--- config.mk ---
export PLATFORM = sky130hd
export DESIGN_NAME = mse_cmd_queue
export DESIGN_NICKNAME = d
export VERILOG_FILES = /design/src/rtl/mse_pkg.sv /design/src/rtl/mse_cmd_queue.sv
export SDC_FILE = /design/constraint.sdc
export NUM_CORES = 1
export LEC_CHECK = 0
export BUFFER_PORTS_ARGS = -buffer_cell sky130_fd_sc_hd__buf_2
export CORE_ASPECT_RATIO = 1.2
export CORE_MARGIN = 4
export CORE_UTILIZATION = 35
export CTS_BUF_LIST = sky130_fd_sc_hd__clkbuf_8
export DETAILED_ROUTE_END_ITERATION = 8
export PLACE_DENSITY = 0.57
export SLEW_MARGIN = 10
export SYNTH_ARGS = -nofsm -noshare
export SYNTH_HDL_FRONTEND = slang
export SYNTH_SLANG_ARGS = --single-unit
export TNS_END_PERCENT = 50
--- constraint.sdc ---
create_clock -name clk -period 7.1 [get_ports clk]
set_clock_uncertainty 0.15 [all_clocks]
set_input_delay 0.355 -clock clk [delete_from_list [all_inputs] [get_ports clk]]
set_output_delay 0.355 -clock clk [all_outputs]
set_load 0.1 [all_outputs]
--- src/rtl/mse_pkg.sv ---
package mse_pkg;

  localparam int MAX_NODES = 16;
  localparam int MAX_VSRC  = 8;
  localparam int DIM       = MAX_NODES + MAX_VSRC;
  localparam int CELLS     = DIM * DIM;
  localparam int ADDR_W    = $clog2(CELLS);
  localparam int NODE_W    = 5;
  localparam int DATA_W    = 32;
  localparam int VCNT_W    = $clog2(MAX_VSRC + 1);
  localparam int QDEPTH    = 2;
  localparam int DIV_STEPS = DATA_W + 1;
  localparam int DCNT_W    = $clog2(DIV_STEPS);

  localparam logic signed [DATA_W-1:0] ONE_Q16   = 32'sh0001_0000;
  localparam logic signed [DATA_W-1:0] Q_MAX     = 32'sh7FFF_FFFF;
  localparam logic signed [DATA_W-1:0] Q_MIN     = 32'sh8000_0000;

  typedef enum logic [1:0] {
    FN_STAMP  = 2'd0,
    FN_READ   = 2'd1,
    FN_CLEAR  = 2'd2,
    FN_UNUSED = 2'd3
  } func_t;

  typedef enum logic [1:0] {
    CT_RES  = 2'd0,
    CT_ISRC = 2'd1,
    CT_VSRC = 2'd2,
    CT_NONE = 2'd3
  } comp_t;

  typedef enum logic [2:0] {
    ST_OK       = 3'd0,
    ST_BAD_NODE = 3'd1,
    ST_TOO_MANY = 3'd2,
    ST_ZERO_R   = 3'd3,
    ST_BAD_READ = 3'd4,
    ST_SAT      = 3'd5
  } status_t;

  // work class decided by the front end
  typedef enum logic [2:0] {
    OP_NONE  = 3'd0,
    OP_RES   = 3'd1,
    OP_ISRC  = 3'd2,
    OP_VSRC  = 3'd3,
    OP_READ  = 3'd4,
    OP_CLEAR = 3'd5
  } op_t;

  typedef enum logic [3:0] {
    BK_IDLE    = 4'd0,
    BK_EXEC    = 4'd1,
    BK_DIV     = 4'd2,
    BK_RMW_RD  = 4'd3,
    BK_RMW_WR  = 4'd4,
    BK_ISRC    = 4'd5,
    BK_VSRC    = 4'd6,
    BK_RD_WAIT = 4'd7,
    BK_CLR     = 4'd8,
    BK_DONE    = 4'd9
  } bk_state_t;

  typedef struct packed {
    op_t                        op;
    status_t                    status;
    logic [NODE_W-1:0]          node_a;
    logic [NODE_W-1:0]          node_b;
    logic signed [DATA_W-1:0]   value;
    logic [NODE_W-1:0]          read_row;
    logic [NODE_W-1:0]          read_col;
  } cmd_t;

  // node_count clamped to 1..MAX_NODES
  function automatic logic [NODE_W-1:0] nodes_used(input logic [NODE_W-1:0] nc);
    logic [NODE_W-1:0] r;
    r = nc;
    if (nc == '0) r = NODE_W'(1);
    else if (nc > NODE_W'(MAX_NODES)) r = NODE_W'(MAX_NODES);
    return r;
  endfunction

  // row-major matrix address
  function automatic logic [ADDR_W-1:0] cell_addr(input logic [NODE_W-1:0] r,
                                                  input logic [NODE_W-1:0] c);
    return ADDR_W'(r) * ADDR_W'(DIM) + ADDR_W'(c);
  endfunction

endpackage

--- src/rtl/mse_cmd_queue.sv ---
module mse_cmd_queue
  import mse_pkg::*;
(
  input  logic clk,
  input  logic rst_n,
  input  logic push,
  input  cmd_t push_cmd,
  output logic push_ready,
  input  logic pop,
  output cmd_t pop_cmd,
  output logic pop_valid
);

  localparam int PTR_W = (QDEPTH > 1) ? $clog2(QDEPTH) : 1;
  localparam int CNT_W = $clog2(QDEPTH + 1);

  cmd_t             slot_r [QDEPTH];
  logic [PTR_W-1:0] wr_ptr_r, wr_ptr_nxt;
  logic [PTR_W-1:0] rd_ptr_r, rd_ptr_nxt;
  logic [CNT_W-1:0] cnt_r, cnt_nxt;

  assign push_ready = cnt_r != CNT_W'(QDEPTH);
  assign pop_valid  = cnt_r != '0;
  assign pop_cmd    = slot_r[rd_ptr_r];

  // pointer and fill bookkeeping
  always_comb begin
    wr_ptr_nxt = wr_ptr_r;
    rd_ptr_nxt = rd_ptr_r;
    cnt_nxt    = cnt_r;
    if (push) begin
      wr_ptr_nxt = (wr_ptr_r == PTR_W'(QDEPTH - 1)) ? '0 : wr_ptr_r + 1'b1;
    end
    if (pop) begin
      rd_ptr_nxt = (rd_ptr_r == PTR_W'(QDEPTH - 1)) ? '0 : rd_ptr_r + 1'b1;
    end
    if (push && !pop) cnt_nxt = cnt_r + 1'b1;
    else if (pop && !push) cnt_nxt = cnt_r - 1'b1;
  end

  always_ff @(posedge clk) begin
    if (!rst_n) begin
      wr_ptr_r <= '0;
      rd_ptr_r <= '0;
      cnt_r    <= '0;
    end else begin
      wr_ptr_r <= wr_ptr_nxt;
      rd_ptr_r <= rd_ptr_nxt;
      cnt_r    <= cnt_nxt;
    end
  end

  always_ff @(posedge clk) begin
    if (push) begin
      slot_r[wr_ptr_r] <= push_cmd;
    end
  end

endmodule

Word-level counts from Yosys, hierarchy flattened
Memory sizes are Yosys's and may differ from the RTL's. A register that Yosys moved wholly into a read port is not among the register bits.
Index checks and enable logic that the tools add are counted.
{"block": "word_totals", "out_inout_bits": 60, "latchBits": 0, "ramBits": 116, "register_bits": 4, "n_memories": 1, "romBits": 0, "wordCells": 23}
{"memory": "slot_r", "depth": 2, "width": 58, "rd": 1, "rd_clocked_by_memory_dff": 1, "wr": 1, "line_no": "mse_cmd_queue.sv:17", "text": "cmd_t slot_r [QDEPTH];"}
{"block": "classes", "shift": 0, "mul": 0, "n_div": 0, "reduce_logical": 6, "eq_ne": 1, "addsub": 4, "mux": 8, "n_bitwise": 0, "magnitude_cmp": 0}
{"operator": "1-bit 2-to-1 mux", "n": 6}
{"operator": "2-bit 2-to-1 mux", "n": 2}
{"operator": "2-bit nonzero test", "n": 2}
{"operator": "1-bit adder, second input constant", "n": 2}
{"operator": "2-bit by 1-bit adder with 2-bit output, second input constant", "n": 1}
{"operator": "1-bit logical AND", "n": 2}
{"operator": "1-bit zero test", "n": 2}
{"operator": "2-bit != test, second input constant", "n": 1}
{"operator": "2-bit by 1-bit subtractor with 2-bit output, second input constant", "n": 1}

Longest topological paths before layout
Gate-level depths: netlist (run 1).
{"block": "logic_depth", "ltp_word": 4, "ltp_mapped": 5, "mapped_depth_nobuf": 5}

Worst setup path after synthesis (run 1)
Ideal clock, no wire load.
{"block": "synth_timing", "path_kind": "input to register", "startpoint": "input port push", "endpoint": "memory slot_r[0][0] (netlist bit) (enable)", "arrival_time_ns": 2.944, "path_buffers": 0, "stages": 1, "setup_slack_ns": 3.524, "path_cell_list": "nor2b_1"}
{"block": "synth_between", "elab_chain_len": 2}
{"element": "start: declaration", "line_no": "mse_cmd_queue.sv:6", "text": "input logic push,"}
{"element": "1-bit 2-to-1 mux", "line_no": "mse_cmd_queue.sv:54", "text": "if (push) begin"}
{"element": "1-bit 2-to-1 mux (implied by the code)", "line_no": "mse_cmd_queue.sv:55", "text": "slot_r[wr_ptr_r] <= push_cmd;"}
{"element": "end: declaration", "line_no": "mse_cmd_queue.sv:17"}
No other way between the ends.

==> results of run 1 <==
[flip-flops by register name (all words and copies together) (netlist names), named ones only]
| register | cells |
|---|---|
| slot_r | 116 |
| cnt_r | 2 |
| wr_ptr_r | 1 |
| rd_ptr_r | 1 |
[Yosys cell counts, drive strengths merged (2+ instances only)]
cell,count,area [um2]
nor2b,2,12.51
edfxtp,116,3483
dfxtp,5,100.1
buf,6,45.04
and2,4,25.02
xor2,2,17.52
mux2,58,728.2
[final cells by class]
class,instances,area [um2],share of cell area
clock buffer,17,234.0,0.03744
timing repair buffer,181,1201,0.1922
clock inverter,14,165.2,0.02643
sequential,121,3587,0.5741
multi-input combinational,74,852.1,0.1364
tap,164,205.2,0.03284
inverter,1,3.754,0.0006007
[metrics by stage]
stage	total power, mW	setup WS (ps)	utilization	std cells	instance area (um2)
floorplan	1.202	3524	-	202	4476
global placement	1.264	4797	0.4178	483	5269
detailed placement	1.268	4812	0.4178	483	5269
CTS	1.917	4340	0.4954	572	6248
global route	1.972	4266	0.4954	572	6248
finish	1.892	4459	0.4954	572	6248
[placed cells by master (no fill, tap or decap), types with 2 or more instances in the layout]
master         instances
inv_1                  4
dlygate4sd3_1         58
xor2_1                 2
edfxtp_1             116
clkbuf_8              17
and2_1                 3
clkinv_2               3
dfxtp_1                4
bufinv_16              4
clkinv_1               3
buf_4                  2
mux2_4                20
buf_2                121
mux2_2                38
[final timing paths]
kind | to | slack, ps | depth (start not counted)
worst min register to register | cnt_r[1]$_SDFFE_PN0P_ | 370 | 2
worst max register to register | slot_r[1][30]$_DFFE_PP_ | 5020 | 2
worst min-delay path | wr_ptr_r$_SDFFE_PN0P_ | 50 | 2
worst max-delay path | pop_cmd[40] | 4460 | 2
[logic make-up after synthesis]
kind of cell | count (synthesis)
AOI/OAI and AO/OA | 3
buffers and inverters | 7
and+or+nand+nor | 9
DFF | 121
adders and majority gates | 1
muxes | 58
xor gates and xnor gates | 3
[power breakdown]
group	switching (mW)	internal (mW)	leakage, nW
Sequential	0.0242	0.824	1.13
Clock	0.248	0.371	0.211
Combinational	0.320	0.104	1.08
[layer usage]
metal	vias up	track usage
li1	1183	-
met1	1212	0.1314
met2	76	0.2146
met3	7	0.04270
met4	0	0.04462
met5	-	0
==> reports/results.tsv, run 1 <==
stage	metric	value	unit
floorplan	start_util	0.3549	
sta	max_clock_freq	378.6	MHz
drt	wl_met1	3383	um
sta	finalSetupViolCount	0	
floorplan	fp.dieW	111.2	um
logic_synthesis	synth_nets	265	
clock_tree	cts_tree	built	
drt	wl_met3	503	um
clock_tree	clock_latency	410	ps
setup_path	cp.required	6590	ps
hold_path	worstHoldPathType	in2reg	
setup_path	slowest_stage	dfxtp_4	
grt	grt_first_pass_wirelength	13760	um
logic_synthesis	synth_ff_type	edfxtp_1	
floorplan	dieHeight	131.9	um
placement	gp_congestion	0.6458	
grt	gr-total-overflow	0	
placement	io_buffer_count	121	
sta	drv_slew	0	
clock_tree	cts_buffer_depth	2	
setup_path	cp_slowest_stage_delay	950	ps
drt	ant_nets	0	
floorplan	num_rows	45	
logic_synthesis	synth_area	4476	um2
logic_synthesis	ys_seq_elements	121	
sta	slew_headroom	0.3887	
logic_synthesis	syn_inst	202	
drt	drc	0	
clock_tree	clk_transition_reported_paths	70	ps
logic_synthesis	synthArstFlopShare	0	
floorplan	core	12610	um2
layout	layout.nets	459	
layout	area_delta_synth_final	39.61	%
drt	finalWirelength	8398	um
setup_path	cpLargestDelayFamily	flip-flops	
sta	hold_viol	0	
logic_synthesis	yosys.area_share.simple	0.01258	
logic_synthesis	synth_top_family_by_area	multiplexers	
drt	routed.top_layer	met4	
sta	fin_hold_ws	53.01	ps
drt	routedWlPerCell	14.68	um
sta	grt_setup_unrepaired	false	
clock_tree	cts_buffers	17	
logic_synthesis	yosysWarnings	0	
grt	first_global_vias	2780	
logic_synthesis	synthDistinctLibCells	19	
logic_synthesis	synth_edf_count	116	
clock_tree	cts_sinks	121	
floorplan	ios	122	
logic_synthesis	synth_area_per_cell	22.16	um2
grt	grtUsageTotal	0.1204	
drt	firstDrtPassIters	4	
clock_tree	cts_resized	0	
logic_synthesis	synthXorXnorAreaFrac	0.005871	
sta	tightest_slew	917.0	ps
clock_tree	cts_hold_buffers	58	
sta	period_needed	2641	ps
layout	layout-drive-gt1-share	0.5147	
job	max_cap_viol_count	0	
power_and_ir_drop	power_density	302.8	nW/um2
power_and_ir_drop	leakagePower	2.424	nW
setup_path	worstSetupStartpointType	register	
clock_tree	h-tree-depth	4	
drt	vias_per_cell	4.332	
logic_synthesis	synth_compound_gate_area_share	0.004473	
logic_synthesis	ys_seq_area_frac	0.8007	
setup_path	path_cells	mux2_2 > buf_2	
setup_path	end_kind	output port	
layout	diodes	0	
hold_path	min_from	rst_n	
status	status	finished, final reports clean	
setup_path	crit_arrival	2140	ps
drt	via_count	2478	
logic_synthesis	synth_fa_ha_area_frac	0.002796	
setup_path	timing.rr.start	wr_ptr_r$_SDFFE_PN0P_	
clock_tree	cts_root_buffer	clkbuf_8	
placement	dp_hpwl	5112	um
drt	drtIter0Drc	70	
power_and_ir_drop	worst_ir_drop_vdd	0.0001526	V
setup_path	cp_num_buf_inv	1	
grt	grt_max_degree	59	
clock_tree	post_cts_buffers	0	
sta	fin_tns_setup	0	ps
floorplan	die_area	14670	um2
logic_synthesis	muxShareOfSynthArea	0.1627	
grt	antenna_found_initial	0	
setup_path	critical_path_class	reg2out	
setup_path	worstPathMaxFanout	58	
drt	met2_length	4422	um
layout	fillerInstances	1108	
sta	post-route-period-util	0.3720	
No activity file was read; power rests on OpenSTA's default activity.
==> run 2, diff against run 1 <==
==> constraint.sdc (replaced) <==
create_clock -name clk -period 2.5 [get_ports clk]
set_clock_uncertainty 0.15 [all_clocks]
set_input_delay 0.125 -clock clk [delete_from_list [all_inputs] [get_ports clk]]
set_output_delay 0.125 -clock clk [all_outputs]
set_load 0.1 [all_outputs]
==> reports/results.tsv, run 2 (synthesized netlist as in run 1, its figures left out) <==
stage	metric	value	unit	change
drt	finalWirelength	8351	um	was 8398 um
grt	first_global_vias	2694		was 2780
floorplan	num_rows	45		unchanged
grt	grt_first_pass_wirelength	13300	um	was 13760 um
placement	gp_congestion	0.6646		was 0.6458
floorplan	fp.dieW	111.2	um	unchanged
grt	gr-total-overflow	0		unchanged
hold_path	holdPathEnd	cnt_r[1]$_SDFFE_PN0P_		was wr_ptr_r$_SDFFE_PN0P_
sta	tightest_slew	523.9	ps	was 917.0 ps
hold_path	worstHoldPathType	in2reg		unchanged
layout	layout-drive-gt1-share	0.5288		was 0.5147
setup_path	crit_arrival	1720	ps	was 2140 ps
power_and_ir_drop	total_power	5.433	mW	was 1.892 mW
clock_tree	cts_root_buffer	clkbuf_8		unchanged
drt	routedWlPerCell	14.40	um	was 14.68 um
sta	post-route-period-util	0.7984		
layout	largestRegisters	slot_r (116), cnt_r (2)		unchanged
job	max_cap_viol_count	0		unchanged
power_and_ir_drop	power_density	851.0	nW/um2	was 302.8 nW/um2
clock_tree	h-tree-depth	4		unchanged
clock_tree	post_cts_buffers	0		unchanged
hold_path	min_delay_path_depth	4		was 2
setup_path	timing.rr.start	wr_ptr_r$_SDFFE_PN0P_		unchanged
layout	fin_util	0.5062		was 0.4954
layout	multi_input_area	852.1	um2	unchanged
sta	grt_setup_unrepaired	false		unchanged
grt	antenna_found_initial	0		unchanged
drt	via_count	2487		was 2478
power_and_ir_drop	worst_ir_drop_vdd	0.0003781	V	was 0.0001526 V
clock_tree	cts_buffers	17		unchanged
floorplan	ios	122		unchanged
sta	layout_setup_ws	503.9	ps	was 4459 ps
status	status	finished, final reports clean		unchanged
setup_path	rr_endpoint	wr_ptr_r$_SDFFE_PN0P_		was slot_r[1][30]$_DFFE_PP_
layout	layout.nets	466		was 459
layout	largest_reg_flops	116		unchanged
setup_path	r2r_setup_slack	670	ps	was 5020 ps
setup_path	worstPathMaxFanout	39		was 58
drt	drtIter0Drc	86		was 70
grt	grt_max_degree	40		was 59
power_and_ir_drop	leakagePower	2.461	nW	was 2.424 nW
sta	fin_tns_setup	0	ps	unchanged
sta	max_clock_freq	501.0	MHz	
layout	final_cell_mix	buf_2 (121), edfxtp_1 (116), dlygate4sd3_1 (61), mux2_2 (38)		was buf_2 (121), edfxtp_1 (116), dlygate4sd3_1 (58), mux2_2 (38), mux2_4 (20)
clock_tree	clk_transition_reported_paths	70	ps	about the same
setup_path	cp.required	2230	ps	was 6590 ps
placement	dpl.cell_count	487		was 483
drt	firstDrtPassIters	4		unchanged
sta	finalSetupViolCount	0		unchanged
floorplan	die_area	14670	um2	unchanged
sta	hold_viol	0		unchanged
placement	dp_hpwl	5179	um	was 5112 um
clock_tree	cts_resized	0		unchanged
floorplan	core	12610	um2	unchanged
clock_tree	cts_hold_buffers	61		was 58
hold_path	min_from	push		was rst_n
drt	vias_per_cell	4.288		was 4.332
clock_tree	cts_sinks	121		unchanged
sta	slew_headroom	0.6507		was 0.3887
layout	regMostFlops	slot_r		unchanged
placement	dpl_worst_slack	893.4	ps	was 4812 ps
setup_path	r2r_cells	4		was 2
clock_tree	clock_latency	410	ps	about the same
placement	io_buffer_count	121		unchanged
layout	area_delta_synth_final	42.63	%	was 39.61%
layout	regArea	3587	um2	unchanged
layout	final_common_cell	buf_2		unchanged
layout	final_cells	580		was 572
clock_tree	cts_tree	built		unchanged
sta	period_needed	1996	ps	
clock_tree	cts_buffer_depth	2		unchanged
drt	ant_nets	0		unchanged
drt	drc	0		unchanged
setup_path	critical_path_class	reg2out		unchanged
layout	fillerInstances	1092		was 1108
floorplan	dieHeight	131.9	um	unchanged
layout	diodes	0		unchanged
floorplan	start_util	0.3549		unchanged
sta	drv_slew	0		unchanged
setup_path	end_kind	output port		unchanged
grt	grtUsageTotal	0.1172		was 0.1204
setup_path	worstSetupStartpointType	register		unchanged
-- run 2: routing by layer --
metal  global-route usage  wire [um]
met1               0.1271       3422
met2               0.2046       4359
met3              0.04454        482
met4              0.04936         87
met5                    0          0
-- run 2: how the worst max path moves through the flow --
stage / from / to / slack (ps) / cells past startpoint
after floorplan: wr_ptr_r$_SDFFE_PN0P_ / slot_r[0][0]$_DFFE_PP_ / 80 / 1
after global placement: wr_ptr_r$_SDFFE_PN0P_ / slot_r[1][15]$_DFFE_PP_ / 920 / 2
after detailed placement: wr_ptr_r$_SDFFE_PN0P_ / slot_r[1][15]$_DFFE_PP_ / 890 / 2
after CTS: register / pop_cmd[2] / 440 / 3
after global routing: register / pop_cmd[10] / 400 / 3
final: register / pop_cmd[10] / 500 / 3
-- run 2: cell type report --
type                    instances  share of cell area
repair buffers                188              0.2054
inverters                       1           0.0005880
multi-input cells              74              0.1335
flip-flops and latches        121              0.5619
well taps                     164             0.03214
clock buffers                  20             0.04312
clock inverters                12             0.02332
-- run 2: power by group --
| group | switching [mW] | internal (mW) | total (mW) | leakage [nW] |
|---|---|---|---|---|
| Clock | 0.738 | 1.06 | 1.80 | 0.200 |
| Combinational | 0.951 | 0.316 | 1.27 | 1.13 |
| Sequential | 0.0295 | 2.34 | 2.37 | 1.13 |
| Total | 1.72 | 3.71 | 5.43 | 2.46 |
-- run 2: worst max-delay path, stage by stage (launching register included) --
cell and delay (ps):
dfxtp_4 380, buf_12 250, mux2_2 380, buf_2 290
-- run 2: through the flow --
step                      hold WS, ps  instance area [um2]
after floorplan                 73.87                 4478
after global routing            91.99                 6384
after detailed placement        166.1                 5349
after global placement          162.5                 5349
after CTS                       67.59                 6384
final                           108.0                 6384
