File: src/rtl/mse_pkg.sv
package mse_pkg;

  localparam int MAX_NODES = 16;
  localparam int MAX_VSRC  = 8;
  localparam int DIM       = MAX_NODES + MAX_VSRC;
  localparam int CELLS     = DIM * DIM;
  localparam int ADDR_W    = $clog2(CELLS);
  localparam int NODE_W    = 5;
  localparam int DATA_W    = 32;
  localparam int VCNT_W    = $clog2(MAX_VSRC + 1);
  localparam int QDEPTH    = 2;
  localparam int DIV_STEPS = DATA_W + 1;
  localparam int DCNT_W    = $clog2(DIV_STEPS);

  localparam logic signed [DATA_W-1:0] ONE_Q16   = 32'sh0001_0000;
  localparam logic signed [DATA_W-1:0] Q_MAX     = 32'sh7FFF_FFFF;
  localparam logic signed [DATA_W-1:0] Q_MIN     = 32'sh8000_0000;

  typedef enum logic [1:0] {
    FN_STAMP  = 2'd0,
    FN_READ   = 2'd1,
    FN_CLEAR  = 2'd2,
    FN_UNUSED = 2'd3
  } func_t;

  typedef enum logic [1:0] {
    CT_RES  = 2'd0,
    CT_ISRC = 2'd1,
    CT_VSRC = 2'd2,
    CT_NONE = 2'd3
  } comp_t;

  typedef enum logic [2:0] {
    ST_OK       = 3'd0,
    ST_BAD_NODE = 3'd1,
    ST_TOO_MANY = 3'd2,
    ST_ZERO_R   = 3'd3,
    ST_BAD_READ = 3'd4,
    ST_SAT      = 3'd5
  } status_t;

  // work class decided by the front end
  typedef enum logic [2:0] {
    OP_NONE  = 3'd0,
    OP_RES   = 3'd1,
    OP_ISRC  = 3'd2,
    OP_VSRC  = 3'd3,
    OP_READ  = 3'd4,
    OP_CLEAR = 3'd5
  } op_t;

  typedef enum logic [3:0] {
    BK_IDLE    = 4'd0,
    BK_EXEC    = 4'd1,
    BK_DIV     = 4'd2,
    BK_RMW_RD  = 4'd3,
    BK_RMW_WR  = 4'd4,
    BK_ISRC    = 4'd5,
    BK_VSRC    = 4'd6,
    BK_RD_WAIT = 4'd7,
    BK_CLR     = 4'd8,
    BK_DONE    = 4'd9
  } bk_state_t;

  typedef struct packed {
    op_t                        op;
    status_t                    status;
    logic [NODE_W-1:0]          node_a;
    logic [NODE_W-1:0]          node_b;
    logic signed [DATA_W-1:0]   value;
    logic [NODE_W-1:0]          read_row;
    logic [NODE_W-1:0]          read_col;
  } cmd_t;

  // node_count clamped to 1..MAX_NODES
  function automatic logic [NODE_W-1:0] nodes_used(input logic [NODE_W-1:0] nc);
    logic [NODE_W-1:0] r;
    r = nc;
    if (nc == '0) r = NODE_W'(1);
    else if (nc > NODE_W'(MAX_NODES)) r = NODE_W'(MAX_NODES);
    return r;
  endfunction

  // row-major matrix address
  function automatic logic [ADDR_W-1:0] cell_addr(input logic [NODE_W-1:0] r,
                                                  input logic [NODE_W-1:0] c);
    return ADDR_W'(r) * ADDR_W'(DIM) + ADDR_W'(c);
  endfunction

endpackage

File: src/rtl/mse_ifs.sv
interface mse_in_if;
  import mse_pkg::*;
  logic                     valid;
  logic                     ready;
  logic [1:0]               func;
  logic [1:0]               comp_type;
  logic [NODE_W-1:0]        node_a;
  logic [NODE_W-1:0]        node_b;
  logic signed [DATA_W-1:0] value;
  logic [NODE_W-1:0]        read_row;
  logic [NODE_W-1:0]        read_col;

  modport source (output valid, func, comp_type, node_a, node_b, value, read_row, read_col,
                  input ready);
  modport sink (input valid, func, comp_type, node_a, node_b, value, read_row, read_col,
                output ready);
endinterface


File: src/rtl/mse_front.sv
module mse_front
  import mse_pkg::*;
(
  mse_in_if.sink            in_if,
  input  logic [NODE_W-1:0] node_count,
  input  logic              init_busy,
  input  logic              q_ready,
  output logic              push,
  output cmd_t              cmd
);

  logic [NODE_W-1:0] n;

  assign n           = nodes_used(node_count);
  assign in_if.ready = q_ready && !init_busy;
  assign push        = in_if.valid && in_if.ready;

  // classify the beat; node and zero-resistance checks need no state
  always_comb begin
    cmd.op       = OP_NONE;
    cmd.status   = ST_OK;
    cmd.node_a   = in_if.node_a;
    cmd.node_b   = in_if.node_b;
    cmd.value    = in_if.value;
    cmd.read_row = in_if.read_row;
    cmd.read_col = in_if.read_col;
    case (func_t'(in_if.func))
      FN_STAMP: begin
        if (comp_t'(in_if.comp_type) != CT_NONE) begin
          if (in_if.node_a > n || in_if.node_b > n) begin
            cmd.status = ST_BAD_NODE;
          end else begin
            case (comp_t'(in_if.comp_type))
              CT_RES: begin
                if (in_if.value == '0) cmd.status = ST_ZERO_R;
                else cmd.op = OP_RES;
              end
              CT_ISRC: cmd.op = OP_ISRC;
              CT_VSRC: cmd.op = OP_VSRC;
              default: cmd.op = OP_NONE;
            endcase
          end
        end
      end
      FN_READ:  cmd.op = OP_READ;
      FN_CLEAR: cmd.op = OP_CLEAR;
      default:  cmd.op = OP_NONE;
    endcase
  end

endmodule

File: src/flat_wrapper.sv
// flat-port wrapper written by rule: the top's interface ports become plain ports
module mse_front_flat import mse_pkg::*;
  (node_count, init_busy, q_ready, push, cmd, in_if_valid, in_if_func, in_if_comp_type, in_if_node_a, in_if_node_b, in_if_value, in_if_read_row, in_if_read_col, in_if_ready);
  mse_in_if in_if_i ();
  input  logic [NODE_W-1:0] node_count;
  input  logic init_busy;
  input  logic q_ready;
  output logic push;
  output cmd_t cmd;
  input wire logic [$bits(in_if_i.valid)-1:0] in_if_valid;
  input wire logic [$bits(in_if_i.func)-1:0] in_if_func;
  input wire logic [$bits(in_if_i.comp_type)-1:0] in_if_comp_type;
  input wire logic [$bits(in_if_i.node_a)-1:0] in_if_node_a;
  input wire logic [$bits(in_if_i.node_b)-1:0] in_if_node_b;
  input wire logic [$bits(in_if_i.value)-1:0] in_if_value;
  input wire logic [$bits(in_if_i.read_row)-1:0] in_if_read_row;
  input wire logic [$bits(in_if_i.read_col)-1:0] in_if_read_col;
  output wire logic [$bits(in_if_i.ready)-1:0] in_if_ready;
  assign in_if_i.valid = in_if_valid;
  assign in_if_i.func = in_if_func;
  assign in_if_i.comp_type = in_if_comp_type;
  assign in_if_i.node_a = in_if_node_a;
  assign in_if_i.node_b = in_if_node_b;
  assign in_if_i.value = in_if_value;
  assign in_if_i.read_row = in_if_read_row;
  assign in_if_i.read_col = in_if_read_col;
  assign in_if_ready = in_if_i.ready;
  mse_front u_core (.in_if(in_if_i), .node_count(node_count), .init_busy(init_busy), .q_ready(q_ready), .push(push), .cmd(cmd));
endmodule
File: config.mk
export PLATFORM = sky130hd
export DESIGN_NAME = mse_front_flat
export DESIGN_NICKNAME = d
export VERILOG_FILES = /design/src/rtl/mse_pkg.sv /design/src/rtl/mse_ifs.sv /design/src/rtl/mse_front.sv /design/src/flat_wrapper.sv
export SDC_FILE = /design/constraint.sdc
export NUM_CORES = 1
export LEC_CHECK = 0
export BUFFER_PORTS_ARGS = -buffer_cell sky130_fd_sc_hd__buf_2
export CAP_MARGIN = 20
export CELL_PAD_IN_SITES_DETAIL_PLACEMENT = 1
export CELL_PAD_IN_SITES_GLOBAL_PLACEMENT = 1
export CORE_MARGIN = 1
export CORE_UTILIZATION = 17
export DETAILED_ROUTE_END_ITERATION = 7
export GPL_TIMING_DRIVEN = 0
export PLACE_DENSITY = 0.83
export SLEW_MARGIN = 20
export SYNTH_ARGS = -nofsm -noshare
export SYNTH_HDL_FRONTEND = slang
export SYNTH_SLANG_ARGS = --single-unit
File: constraint.sdc
create_clock -name vclk -period 1.9
set_input_delay 0.38 -clock vclk [all_inputs]
set_output_delay 0.38 -clock vclk [all_outputs]
set_load 0.01 [all_outputs]
# Word level (Yosys, flattened, before mapping)

Index checks and enable logic that the tools add are counted.

Div/mod/pow operators: 0
Multiply operators: 0
Shift operators: 0
Bitwise gates (word level): 0
Order comparisons: 3
Reduce and logical (&&, ||, !) cells: 8
Multiplexer cells: 11
Equal/unequal tests: 5
Add/subtract/negate cells: 0

Operator list:

| cell                                                                  | count |
|---|---|
| 32-bit zero test                                                      | 1 |
| 3-bit case mux with 3 select lines                                    | 2 |
| 5-bit greater-than comparator                                         | 2 |
| 5-bit two-way mux                                                     | 2 |
| 3-bit two-way mux                                                     | 3 |
| 6-bit two-way mux                                                     | 1 |
| 5-bit greater-than comparator, second input constant                  | 1 |
| 5-bit zero test                                                       | 1 |
| 2-bit by 1-bit equality test with 1-bit output, second input constant | 2 |
| 2-bit equality test, second input constant                            | 2 |
| 2-bit zero test                                                       | 2 |
| 2-bit two-way mux                                                     | 2 |
| 1-bit logical AND                                                     | 2 |
| 2-bit inequality test, second input constant                          | 1 |
| 1-bit zero test                                                       | 1 |
| 1-bit logical OR                                                      | 1 |
| 1-bit two-way mux                                                     | 1 |

Bits of input ports: 64
ROM bits: 0
Memories: 0
Word-level logic and storage cells: 27
Output and inout port bits: 60
Bits in writable memories: 0
Register bits after elaboration: 0
Bits in latches: 0

# Depth between registers and ports, before layout

Gate-level depths: netlist of the first run.

Depth after elaboration: 8
Gate-level depth with buffers: 9
Gate-level depth less buffers: 9

# Worst setup path after synthesis of the first run

Ideal clock, no wire load.

Path type: input to output
Start point: input port node_count[4]
End point: output port cmd[53] (netlist name)
Path slack: -0.096 ns
Arrival time: 1.616 ns
Data required time: 1.520 ns
Path buffers: 0
Stages on the path: 8
Path through: inv_1 nand2_1 ha_1 o21ai_0 a21oi_1 nor3_1 o221a_2 and3_2

RTL lines:

| item               | line              | source |
|---|---|---|
| start: declaration | flat_wrapper.sv:5 | `input logic [NODE_W-1:0] node_count;` |
| end: declaration   | flat_wrapper.sv:9 | `output cmd_t cmd;` |

==> reports/metrics.yaml, run 1 <==
fin_crit_ps: 2370
syn_inst: 117
start_util: 0.179
dieWidth_um: 73.1
final_cells: 298
slowest_stage: "o221a_2"
drv_cap: 0
grt_pass1_wl_um: 4540
synthTopCellsByArea: "buf_4, ha_1, nor4_1"
io_pins: 124
power.density_nw_per_um2: 229
antenna_found_initial: 0
outcome: "finished, violations left"
clock_buffers: 0
fmax_mhz: 422
swShare: 0.436
portBuffers: 113
grt_start_max_net_pins: 6
track_usage: 0.103
firstDrtPassIters: 3
timing.final.ws_setup_ps: -467
crit_path_cell_trace: "buf_8 -> nor3_4 -> nor2_2 -> nor2_4 -> buf_6 -> ha_4 -> nand2b_4 -> a21oi_2 -> nor3_2 -> o221a_2 -> and3_4 -> buf_6"
critPathKind: "in2out"
setup_viol_count_final: 4
comb_power_share: 1.000
yosys.area.top_type_share: 0.464
grt-ovfl-total: 0
endpoint_kind: "primary output"
critPathMostFrequentCell: "buf_6"
rsz0062_at_grt: "yes"
drt_iter0_markers: 6
path_delay_family: "simple AND/OR/NAND/NOR gates"
p_leak_nw: 0.956
syn_to_final_growth_pct: 96.4
pwr-share-seq: 0
slowest_delay_ps: 250
internal_power_uw: 218
hpwl_um: 2770
drv_slew: 0
dp_cells: 297
synth_top_area_cell: "buf_4"
sequential_cell_area_um2: 0
worstPathMaxFanout: 3
dpl_cell_area_um2: 1520
antenna_left: 0
gp_congestion: 0.751
avgViaCountPerCell: 3.85
required_ps: 1520
avgSynthCellArea_um2: 7.34
clockPowerShare: 0
ys_types: 24
violations: "setup timing"
drc: 0
synthesis.area_um2: 858
grt_pass1_vias: 1202
n_fill_cell: 626
via_count: 1146
hold_path_class: "in2out"
final_nets: 310
worstPathArrival_ps: 1990
finalCritPeriodShare: 1.25
die-area_um2: 5340
syn_nets: 194
cp_num_buf_inv: 3
p_sw_uw: 168
design.seq.count: 0
antenna_cells: 0
hold_viol_final: 0
stdcell_area_um2: 1690
start_kind: "input pin"
ctsHoldBuffers: 0
drt-total-wl_um: 3070
max-vdd-ir-drop_v: 0.0000784
rows: 25
dieHeight_um: 73.1
wl_per_cell_um: 10.3
synth_warnings: 0
core_um2: 4790
drive_above_1_share: 0.823
synth-seq-area-share: 0
## area by class of cell
type,count,area (um^2),area share
timing repair buffer,114,606,0.359
multi-input combinational,57,572,0.339
buffer,53,398,0.236
tap,67,83.8,0.0497
inverter,7,26.3,0.0156
## synth_stat cells
master and count:
nand2b_1 2, buf_4 53, nand3_1 1, nor2_1 4
and2_1 2, nand4_1 4, inv_1 7, o32ai_1 1
o221a_2 1, conb_1 1, and3_2 1, nor4_2 1
nor4_1 7, o21ai_0 2, ha_1 13, mux2i_1 2
nor3_1 3, a22o_1 1, o22a_1 1, nand2_1 4
nor2_2 1, a21oi_1 2, a21boi_0 1, nor2b_1 2
## power groups by stage
| stage | clock [mW] | combinational [mW] | sequential [mW] |
|---|---|---|---|
| after floorplan | 0 | 0.187 | 0 |
| after global placement | 0 | 0.325 | 0 |
| after detailed placement | 0 | 0.335 | 0 |
| after CTS | 0 | 0.342 | 0 |
| after global routing | 0 | 0.425 | 0 |
| final | 0 | 0.386 | 0 |
## placed cells by master, fill, tap and decap left out, drive strengths merged
cell and n:
mux2i 2, nand2b 2, and3 1, nor3 3
and2 2, a21oi 2, o22a 1, conb 1
nor2 5, o21ai 2, buf 167, nand3 1
nor4 8, ha 13, nor2b 2, o221a 1
inv 7, a21boi 1, a22o 1, nand4 4
nand2 4, o32ai 1
## layer usage
layer | wire length [um] | track usage | vias to the layer above
met3 | 258 | 0.0110 | 0
met1 | 986 | 0.0996 | 497
met2 | 1830 | 0.235 | 70
li1 | - | - | 579
met4 | 0 | 0 | 0
met5 | 0 | 0 | -
## per-stage QoR
stage	power (mW)	utilization	worst slack (ps)	hold WS [ps]	TNS, ps
floorplan	0.187	-	-76.9	811	-157
global placement	0.325	0.317	-509	944	-1780
detailed placement	0.335	0.317	-540	944	-1910
CTS	0.342	0.323	-428	945	-1500
global route	0.425	0.352	-555	947	-1990
finish	0.386	0.352	-467	943	-1610
## logic make-up after synthesis
family,count (synthesis),share of synthesized area
fa+ha+maj,13,0.190
compound gates,9,0.0758
other cells,1,0.00437
simple gates,32,0.213
buf+inv,60,0.494
mux,2,0.0233
## final timing paths
| check | start | end | slack [ps] | cells after the start |
|---|---|---|---|---|
| max | node_count[2] | cmd[53] | -470 | 12 |
| min | in_if_read_col[3] | cmd[3] | 940 | 2 |
## repair_timing
action | 4_1_cts | 5_1_grt
endpoints found under the setup margin | 4 | 4
buffers inserted | 0 | 1
resized for setup | 6 | 26
pin swaps | 9 | 13
No activity file was read; power rests on OpenSTA's default activity.
==> inputs of run 2 (changes only) <==
--- a/config.mk
+++ b/config.mk
@@ -14,7 +14,7 @@
 export DETAILED_ROUTE_END_ITERATION = 7
 export GPL_TIMING_DRIVEN = 0
 export PLACE_DENSITY = 0.83
-export SLEW_MARGIN = 20
+export SLEW_MARGIN = 15
 export SYNTH_ARGS = -nofsm -noshare
 export SYNTH_HDL_FRONTEND = slang
 export SYNTH_SLANG_ARGS = --single-unit
==> constraint.sdc (replaced) <==
create_clock -name vclk -period 1.9
set_input_delay 0.19 -clock vclk [all_inputs]
set_output_delay 0.19 -clock vclk [all_outputs]
set_load 0.01 [all_outputs]
==> run 2 against run 1 <==
  * The flow now finishes without violations
  * Sequential share of layout area stayed put
  * Critical path depth down 2
  * Power decreased by 4.9%
  * Largest cell class unchanged
  * Wire length down 2.5%
  * Fmax increased by 26%
==> reports/metrics.yaml, run 2 (synthesized netlist as in run 1, its figures left out) <==
outcome: "complete, no violations"
worstPathArrival_ps: 1690
final_common_cell: "buf_2"
clock_buffers: 0
hold_viol_final: 0
place_ws_ps: -165
io_pins: 124
rows: 25
p_sw_uw: 160
fin_crit_ps: 1880
wl_per_cell_um: 10.1
clockPowerShare: 0
firstDrtPassIters: 2
timing.final.ws_setup_ps: 20.7
slowest_stage: "o221a_2"
grt-ovfl-total: 0
grt_pass1_wl_um: 4340
portBuffers: 113
track_usage: 0.0992
dieHeight_um: 73.1
antenna_found_initial: 0
worstPathMaxFanout: 3
critPathKind: "in2out"
dieWidth_um: 73.1
setup_viol_count_final: 0
drt-total-wl_um: 2990
hold_path_class: "in2out"
via_count: 1141
start_kind: "input pin"
hold_end: "cmd[4]"
comb_power_share: 1.000
final_nets: 309
avgViaCountPerCell: 3.84
final_cells: 297
sequential_cell_area_um2: 0
internal_power_uw: 207
drc: 0
hpwl_um: 2790
ctsHoldBuffers: 0
drt_iter0_markers: 5
p_leak_nw: 0.942
cp_num_buf_inv: 2
power.density_nw_per_um2: 224
max-vdd-ir-drop_v: 0.0000808
path_delay_family: "compound AO/OA/AOI/OAI gates"
dp_cells: 297
antenna_left: 0
start_util: 0.179
drv_slew: 0
drive_above_1_share: 0.809
drv_cap: 0
pwr-share-seq: 0
fmax_mhz: 532
rsz0062_at_grt: "yes"
gp_congestion: 0.742
die-area_um2: 5340
syn_to_final_growth_pct: 90.4
crit_path_cell_trace: "buf_8 -> nor3_4 -> nor2_1 -> nor2_2 -> ha_1 -> nand4_1 -> mux2i_1 -> o221a_2 -> a22o_1 -> buf_2"
hold_depth: 2
endpoint_kind: "primary output"
swShare: 0.436
grt_pass1_vias: 1031
worstHoldStart: "in_if_read_col[4]"
design.seq.count: 0
mostFrequentLayoutCells: "buf_2, buf_4, ha_1, nor4_1, inv_1"
core_um2: 4790
required_ps: 1710
slowest_delay_ps: 300
grt_start_max_net_pins: 6
dpl_cell_area_um2: 1510
finalCritPeriodShare: 0.989
stdcell_area_um2: 1630
antenna_cells: 0
==> run 2: power by group through the flow <==
stage | clock network [mW] | logic [mW] | registers [mW]
3_5_place_dp | 0 | 0.332 | 0
4_1_cts | 0 | 0.350 | 0
3_3_place_gp | 0 | 0.323 | 0
5_1_grt | 0 | 0.403 | 0
6_report | 0 | 0.366 | 0
2_1_floorplan | 0 | 0.185 | 0
==> run 2: per-layer routing <==
| metal | wire length [um] | track usage |
|---|---|---|
| met5 | 0 | 0 |
| met4 | 21 | 0 |
| met3 | 203 | 0.00552 |
| met2 | 1690 | 0.214 |
| met1 | 1070 | 0.109 |
==> run 2: layout make-up <==
| class | instances | area, um^2 |
|---|---|---|
| fillers | 629 | 3150 |
| repair buffers | 113 | 588 |
| multi-input cells | 57 | 536 |
| well taps | 67 | 83.8 |
| inverters | 7 | 28.8 |
| plain buffers | 53 | 398 |
==> run 2: stage by stage <==
| step | hold WS [ps] | util | setup TNS [ps] | power, mW |
|---|---|---|---|---|
| 2_1_floorplan | 431 | - | 0 | 0.185 |
| 3_3_place_gp | 564 | 0.315 | -243 | 0.323 |
| 3_5_place_dp | 564 | 0.315 | -406 | 0.332 |
| 4_1_cts | 565 | 0.329 | -124 | 0.350 |
| 5_1_grt | 566 | 0.341 | -100 | 0.403 |
| 6_report | 563 | 0.341 | 0 | 0.366 |
==> run 2: worst max path at each step <==
stage,startpoint,endpoint,cells past startpoint
5_1_grt,node_count[2],cmd[55],10
3_5_place_dp,node_count[3],cmd[53],11
3_3_place_gp,node_count[4],cmd[53],10
2_1_floorplan,node_count[4],cmd[53],8
6_report,node_count[2],cmd[55],10
4_1_cts,node_count[1],cmd[53],11
==> run 2: repair_timing <==
action,in CTS,in global routing
endpoints found under the setup margin,4,4
pin swaps,12,7
gates resized for setup,17,11
endpoints found under the hold margin,0,0
cloned,0,0
setup buffers,0,0
==> inputs of run 3 (changes only) <==
--- a/config.mk
+++ b/config.mk
@@ -14,6 +14,7 @@
 export DETAILED_ROUTE_END_ITERATION = 7
 export GPL_TIMING_DRIVEN = 0
 export PLACE_DENSITY = 0.83
+export SETUP_SLACK_MARGIN = 0.5
 export SLEW_MARGIN = 15
 export SYNTH_ARGS = -nofsm -noshare
 export SYNTH_HDL_FRONTEND = slang
==> run 3 against run 2 <==
  * Final area shrank 1.7%
  * First-iteration DRC count unchanged
  * Global-route usage rose by 0.37 points
  * Power shrank 1.7%
  * Wire length rose by 0.47%
  * Non-clock buffer count up 1
  * Critical path depth is the same
  * Combinational power shrank 2%
  * Via count is 1.1% higher
==> reports/metrics.yaml, run 3 (synthesized netlist as in run 1, its figures left out) <==
outcome: "complete, no violations"
total_power_uw: 360
grt_pass1_vias: 1077
wl_per_cell_um: 10.1
critPathLaunch: "node_count[4]"
p_sw_uw: 155
dieWidth_um: 73.1
hold_slack_ps: 563
rows: 25
via_count: 1154
slowest_stage: "ha_1"
syn_to_final_growth_pct: 87.2
endpoint_kind: "primary output"
final_nets: 310
crit_end: "cmd[55]"
drive_above_1_share: 0.797
final_common_cell: "buf_2"
mostFrequentLayoutCells: "buf_2, buf_4, ha_1, nor4_1, inv_1"
slowest_delay_ps: 320
portBuffers: 113
worstPathArrival_ps: 1700
drt_iter0_markers: 5
comb_power_share: 1.000
power.density_nw_per_um2: 224
crit_path_cell_trace: "buf_2 -> inv_4 -> nand2_1 -> ha_1 -> nand2b_1 -> a21oi_1 -> nor3_2 -> o221a_2 -> a22o_1 -> buf_2"
hold_viol_final: 0
start_kind: "input pin"
critPathMostFrequentCell: "buf_2"
worstPathMaxFanout: 5
die-area_um2: 5340
antenna_found_initial: 0
drv_slew: 0
design.seq.count: 0
setup_viol_count_final: 0
avgViaCountPerCell: 3.87
grt_start_max_net_pins: 6
io_pins: 124
fmax_mhz: 528
rsz0062_at_grt: "yes"
drt-total-wl_um: 3010
clock_buffers: 0
firstDrtPassIters: 2
grt_pass1_wl_um: 4520
antenna_left: 0
gp_congestion: 0.718
finalCritPeriodShare: 0.997
critPathKind: "in2out"
core_um2: 4790
drc: 0
max-vdd-ir-drop_v: 0.0000761
hold_path_class: "in2out"
hpwl_um: 2790
internal_power_uw: 206
fin_crit_ps: 1890
clockPowerShare: 0
finalSetupTns_ps: 0
required_ps: 1710
grt-ovfl-total: 0
start_util: 0.179
drv_cap: 0
antenna_cells: 0
sequential_cell_area_um2: 0
ctsHoldBuffers: 0
track_usage: 0.103
swShare: 0.429
p_leak_nw: 0.944
pwr-share-seq: 0
dieHeight_um: 73.1
-- run 3: how the worst min path moves through the flow --
stage	startpoint	end	slack, ps	depth (start not counted)
final	in_if_read_row[0]	cmd[5]	560	2
after floorplan	init_busy	in_if_ready	430	1
after CTS	in_if_read_row[0]	cmd[5]	560	2
after detailed placement	in_if_read_row[1]	cmd[6]	560	2
after global routing	in_if_read_row[1]	cmd[6]	570	2
after global placement	in_if_read_row[0]	cmd[5]	560	2
-- run 3: area by class of cell --
cell class         instances  area (um^2)
inverters                  7         28.8
plain buffers             53          398
repair buffers           114          592
well taps                 67         83.8
multi-input cells         57          504
fillers                  641         3180
-- run 3: critical path: cells and delay by family --
family / cells / cell delay (ps)
AND/OR/NAND/NOR: 3 / 230
buffers and inverters: 3 / 350
adder cells (fa/ha/maj): 1 / 320
AO/OA/AOI/OAI: 3 / 600
-- run 3: metal layers --
layer  track usage  share of wire  wire [um]  vias up
met3        0.0180           0.11        319        0
li1              -              -          -      580
met5             0              0          0        -
met2         0.220           0.57       1700       68
met4             0              0          0        0
met1         0.107           0.33        987      506
-- run 3: repair_timing --
item | 4_1_cts | 5_1_grt
buffers inserted | 1 | 0
gates cloned | 0 | 0
resized for setup | 11 | 5
pin swaps | 9 | 7
setup endpoints to repair | 4 | 4
-- run 3: power groups by stage --
stage          Clock (mW)  Combinational, mW  Sequential, mW
3_5_place_dp            0              0.336               0
3_3_place_gp            0              0.326               0
2_1_floorplan           0              0.188               0
5_1_grt                 0              0.398               0
6_report                0              0.360               0
4_1_cts                 0              0.353               0
-- run 3: metrics by stage --
stage / setup slack (ps) / utilization / cell area (um^2) / instances
floorplan: 303 / - / 870 / 117
global placement: -119 / 0.317 / 1520 / 297
detailed placement: -156 / 0.317 / 1520 / 297
CTS: -28.9 / 0.329 / 1580 / 298
global route: -85.6 / 0.336 / 1610 / 298
finish: 5.13 / 0.336 / 1610 / 298
